File: config.mk
export PLATFORM = sky130hd
export DESIGN_NAME = crtp_merge
export DESIGN_NICKNAME = d
export VERILOG_FILES = /design/src/hw/rtl/crtp_pkg.sv /design/src/hw/rtl/crtp_merge.sv
export SDC_FILE = /design/constraint.sdc
export NUM_CORES = 2
export LEC_CHECK = 0
export ABC_CLOCK_PERIOD_IN_PS = 5100
export BUFFER_PORTS_ARGS = -buffer_cell sky130_fd_sc_hd__buf_4
export CORE_AREA = 2 2 459 461
export DETAILED_ROUTE_END_ITERATION = 16
export DIE_AREA = 0 0 461 463
export MAX_ROUTING_LAYER = met4
export PLACE_DENSITY = 0.62
export SYNTH_ARGS = -nofsm -noshare
export SYNTH_HDL_FRONTEND = slang
export SYNTH_SLANG_ARGS = --single-unit
File: constraint.sdc
create_clock -name clk -period 5.1 [get_ports clk]
set_input_delay 0.51 -clock clk [delete_from_list [all_inputs] [get_ports clk]]
set_output_delay 0.51 -clock clk [all_outputs]
set_load 0.01 [all_outputs]
File: src/hw/rtl/crtp_pkg.sv
// Package: shared types and constants for the CRT reconstruct-and-pack block.
package crtp_pkg;

  localparam int RES_W     = 50;
  localparam int RESULT_W  = 209;
  localparam int WEIGHT_W  = 192;
  localparam int PROD_W    = RES_W + WEIGHT_W;   // 242
  localparam int SUM_W     = 256;
  localparam int WIN_LIMBS = 5;
  localparam int WIN_W     = 64 * WIN_LIMBS;
  localparam int LANES     = 4;

  localparam logic REG_COEF_BITS   = 1'b0;
  localparam logic REG_TOTAL_LIMBS = 1'b1;

  localparam logic [6:0]  COEF_BITS_RST   = 7'd88;
  localparam logic [31:0] TOTAL_LIMBS_RST = 32'd1;

  localparam logic [WEIGHT_W-1:0] WEIGHT [LANES] = '{
    {64'h00000000003ffcec, 64'h0c7bef8b3e76031f, 64'h000bffcec0000001},
    {64'h00000000003ffcf0, 64'h0c57afdd2e780315, 64'hf00bffcf00000001},
    {64'h00000000003ffd34, 64'h0a3bf3e2be9a028f, 64'h000bffd340000001},
    {64'h00000000003ffd50, 64'h0987b504cea80261, 64'hf00bffd500000001}
  };

  localparam logic [SUM_W-1:0] MOD_F =
    {64'h00000000000000ff, 64'hf080592e1f40c894, 64'hbc9747effd180592, 64'hf00fffc200000001};
  localparam logic [SUM_W-1:0] MOD_2F =
    {64'h00000000000001ff, 64'he100b25c3e819129, 64'h792e8fdffa300b25, 64'he01fff8400000002};

  typedef struct packed {
    logic [RES_W-1:0] residue_0;
    logic [RES_W-1:0] residue_1;
    logic [RES_W-1:0] residue_2;
    logic [RES_W-1:0] residue_3;
    logic             padding;
    logic             first;
  } in_item_t;

  typedef struct packed {
    logic [63:0] limb;
    logic        run_end;
    logic        final_limb;
  } out_item_t;

  typedef struct packed {
    logic padding;
    logic first;
  } flag_t;

endpackage

File: src/hw/rtl/crtp_merge.sv
// Merge: sum of lane products, then subtract 2f and f where nonnegative.
module crtp_merge (
  input  logic                          clk,
  input  logic                          en,
  input  logic [crtp_pkg::PROD_W-1:0]   prod [crtp_pkg::LANES],
  output logic [crtp_pkg::RESULT_W-1:0] value
);
  import crtp_pkg::*;

  logic [SUM_W-1:0]    sum_r;
  logic [SUM_W-1:0]    red2_r;
  logic [RESULT_W-1:0] val_r;
  logic [SUM_W-1:0]    t2;
  logic [SUM_W-1:0]    t1;

  always_ff @(posedge clk) begin
    if (en) begin
      sum_r <= SUM_W'(prod[0]) + SUM_W'(prod[1]) + SUM_W'(prod[2]) + SUM_W'(prod[3]);
    end
  end

  assign t2 = sum_r - MOD_2F;
  always_ff @(posedge clk) begin
    if (en) begin
      red2_r <= t2[SUM_W-1] ? sum_r : t2;
    end
  end

  assign t1 = red2_r - MOD_F;
  always_ff @(posedge clk) begin
    if (en) begin
      val_r <= t1[SUM_W-1] ? red2_r[RESULT_W-1:0] : t1[RESULT_W-1:0];
    end
  end

  assign value = val_r;

endmodule

# Word level (Yosys, flattened, before mapping)
# Cells that the tools add are included.
# op_classes
n_mux	2
addsub	5
# ops
cell	n
$sub A256 B200 Y256 const B	1
$mux W255	1
$sub A245 B201 Y246 const B	1
$add A244 B242 Y245	1
$add A243 B242 Y244	1
$add A242 B242 Y243	1
$mux W209	1
# totals
input_bits	970
wordCells	11
register_bits	710

# Depth between registers and ports, before layout
# depth
ltp_word	3
ltp_mapped	22
depth_no_buf	22

# Least setup slack after synthesis
# Ideal clock, no wire load.
# synth_path
kind	in2reg
startpoint	input prod[1] in the netlist's numbering
endpoint	register sum_r[229], data pin
slack_ps	-439
setup_time_ps	263
arrival_ps	5276
stages	22
path_buffers	0
cell_sequence	inv_1 > fa_1 > inv_1 > fa_1 > ha_1 > inv_1 > fa_1 > nor2b_1 > o2111ai_1 > a31oi_1 > a21oi_1 > o41a_1 > o31ai_1 > a41o_1 > a211oi_1 > o41ai_1 > a211oi_1 > o211a_1 > o31a_1 > o21ai_0 > a21oi_1 > xnor2_1
# synth_via
elab_chain_cells	1
# synth_rtl
item	line_no	text
start: declaration	crtp_merge.sv:5	input logic [crtp_pkg::PROD_W-1:0] prod [crtp_pkg::LANES],
$add A244 B242 Y245	crtp_merge.sv:18	sum_r <= SUM_W'(prod[0]) + SUM_W'(prod[1]) + SUM_W'(prod[2]) + SUM_W'(prod[3]);
end signal: assignment	crtp_merge.sv:18	
end: declaration	crtp_merge.sv:10	logic [SUM_W-1:0] sum_r;
# No other way between the ends.
# A chain may end at the register's enable or synchronous reset.

# Worst setup path in the final report
# Same ends and word-level chain as after synthesis.

==> impl_results.md <==
* Die width at 461 um
* Post-route ant nets at 0
* Yosys warns at 0
* Failing checks: negative setup slack
* CTS Sinks at ~700
* Util after Layout at between 40% and 50%
* Multi-input gate area at ~43,000 um^2
* Buf/Inv on CP at 6
* Top-area cell type share of the netlist area at 30.5%
* CP max stage delay at between 0.5 and 0.6 ns
* Placed Cells incl. Taps at about 13,000
* Hold Crit Class: input pin to flip-flop
* Commonest non-fill, non-tap cell in the layout: buf_4
* Combinational share of power at between 60% and 70%
* Final min period at 5.21 ns
* Via/cell ratio at about 5.1
* DP HPWL at between 200,000 and 300,000 um
* GPL Wtd Cong at approximately 1.0
* Top post-synthesis cells by area: edfxtp_1, fa_1, inv_1, xnor2_1, ha_1
* Filler cell count at slightly above 20,000
* Initial DRC Count at a little over 6,000
* Max clock buf depth at 3
* Register area at ~21,000 um^2
* Final Slew Violations at 0
* Vias in the first global route at 68,284
* Grt ovf at 0
* TritonRoute pass-1 iters at 6
* H-tree levels at 3
* Port Buffers at about 1,200
* Io pins at about 1,200
* Sequential power share at 27.4%
* Max Cap Violations at 0
* Count of cell types in the netlist at 102
* Status: finished with violations
* Maximum clock rate at between 0.15 and 0.2 GHz
* Synthesized flop and latch total at about 700
* # DRC at 0
* P_sw at about 23 mW
* Final WL at about 300,000 um
* Vert. Die Dim at about 460 um
* GRT Overall Usage at 28.8%
* Crit-path leading delay family: compound AO/OA/AOI/OAI gates
* Worst Max-Slew Pin Slew at slightly below 0.9 ns
* Final setup violation count at 16
* Worst VDD drop at ~290 uV
* Fraction of registers with async set/reset at 0%
* Clock transition at path regs at about 0.06 ns
* Synth Instances at 7,992
* Sequential area share after synthesis at a little under a third
* Worst path required time at 5.52 ns
* Syn Nets at ~9,700
* Core Area at about 210,000 um^2
* Avg Cell Area, Syn at approximately 8.6 um^2
* Clock skew at about 0.071 ns
* CP arrival at 5.62 ns
* Sw Ratio at between 40 and 50%
* Pint at 27.1 mW
* Final hold vios at 0
* Post-Syn Area at 68,600 um^2
* CTS tree: yes
* Worst-path fanout max at 4
* Clk network pwr share at 11.3%
* Initial Utilization at 32.9%
* Wire per inst at approximately 23 um
* Vias at between 60,000 and 70,000
* Fin nets at about 12,000
* Post-synth EDFFs at 698
* Area leader, netlist: edfxtp_1
* First-pass GRT wire length at between 400,000 and 500,000 um
* Row count at 168
* Share of layout cells above drive strength 1 at 29.0%
* Area grow syn2layout at 38.7%
* Most used DFF post-synth: edfxtp_1
* Root buf cell: clkbuf_16
* Largest net degree at the start of global routing at between 100 and 150
* Num CTS Buffers at 73
* Critical path's slowest cell: fa_1
* Slew headroom at between 40 and 50%
* Die ar. at about 210,000 um^2
* Most frequent cells in the layout: buf_4, inv_1, nand2_1
* Final worst-path setup slack at -0.106 ns
* RSZ-0062 raised after global routing: yes
* Clock Latency Late Sink at around 0.7 ns
* Non-filler instance count after layout at 13,321
* Hold buffer count at CTS at 0
* Initial antenna violation count at 21
* Critical path class: input pin to flip-flop
* Power per cell area at roughly 530 nW/um^2
* Startpoint types: input pin
* Post-route clock period utilization at 102%
* Worst Setup End Kind: flip-flop
* Pleak at 43.4 nW
-- synth_stat cells, types with 199 or more instances --
master,number
nand4_1,201
a21oi_1,593
o21ai_0,415
xor2_1,302
nand3_1,211
inv_1,1448
nor2_1,611
clkbuf_1,199
nor3_1,218
fa_1,484
ha_1,245
edfxtp_1,698
xnor2_1,381
nand2_1,732
-- metrics by stage --
stage / setup slack, ns / hold slack (ns) / area [um^2] / power, mW / TNS, ns
after floorplan: -0.153 / 0.400 / 68800 / 26.7 / -0.361
after global placement: -1.32 / 0.421 / 90900 / 43.0 / -85.10
after detailed placement: -1.31 / 0.431 / 90900 / 43.1 / -86.18
after CTS: -0.258 / 0.0952 / 94100 / 49.2 / -1.27
after global routing: -0.289 / 0.111 / 95200 / 53.2 / -4.70
final: -0.106 / 0.129 / 95200 / 50.2 / -0.801
-- sequential cells by signal (all words and copies together) (netlist names) --
name	flops
red2_r	245
sum_r	244
value	209
-- layer usage --
layer / GRT usage, % / part of all wire [%]
met1: 42.3 / 48
met2: 43.0 / 44
met3: 2.88 / 5.9
met4: 5.41 / 2.0
met5: - / 0
-- power by group through the flow --
stage / clock, mW / sequential (mW) / combinational, mW
2_1_floorplan: 0 / 12.3 / 14.3
3_3_place_gp: 0 / 13.6 / 29.3
3_5_place_dp: 0 / 13.7 / 29.4
4_1_cts: 5.83 / 13.6 / 29.8
5_1_grt: 6.04 / 14.0 / 33.2
6_report: 5.69 / 13.7 / 30.8
-- area by class of cell --
class | instances | area share, %
timing repair buffer | 2614 | 20.8
clock buffer | 82 | 1.95
antenna | 8 | 0.0210
multi-input combinational | 5615 | 45.0
tap | 2805 | 3.69
inverter | 1449 | 5.72
sequential | 698 | 22.0
clock inverter | 50 | 0.757
-- logic make-up (layout without fill, tap and decap cells) --
kind of cell	Yosys count	count (layout)	share of synthesized area [%]
buffers and inverters	1679	4195	9.23
other	0	8	0
xor gates and xnor gates	683	683	8.71
muxes	1	1	0.0164
adders and majority gates	729	729	18.6
AOI/OAI and AO/OA	1660	1660	14.9
DFF	698	698	30.5
and+or+nand+nor	2542	2542	18.0
-- path summary, 6_finish.rpt --
kind,start,endpoint,slack (ns),cells past startpoint
worst max-delay path,prod[1],sum_r[229],-0.11,25
worst min-delay path,prod[726],sum_r[0],0.13,2
worst max register to register,sum_r[149],red2_r[231],0.17,17
worst min register to register,sum_r[0],red2_r[0],0.44,0
-- timing repair --
action / in CTS / in global routing
endpoints found under the setup margin: 67 / 146
setup buffers: 19 / 34
resized for setup: 119 / 187
pin swaps: 67 / 89
-- worst register-to-register path, cell delays in order (launching register included) --
cell       delay [ns]
edfxtp_1         0.53
or2_2            0.41
nor2b_1          0.19
nand2_1          0.15
or4_1            0.55
nor3_1           0.21
buf_4            0.17
nor4b_1          0.31
o21ai_2          0.22
o2111ai_1        0.18
a21oi_1          0.15
and2_2           0.25
buf_12           0.16
nor3_1           0.33
nand2_1          0.18
nor3_2           0.29
o211ai_1         0.17
xnor2_1          0.31
(Power assumes the default switching activity.)
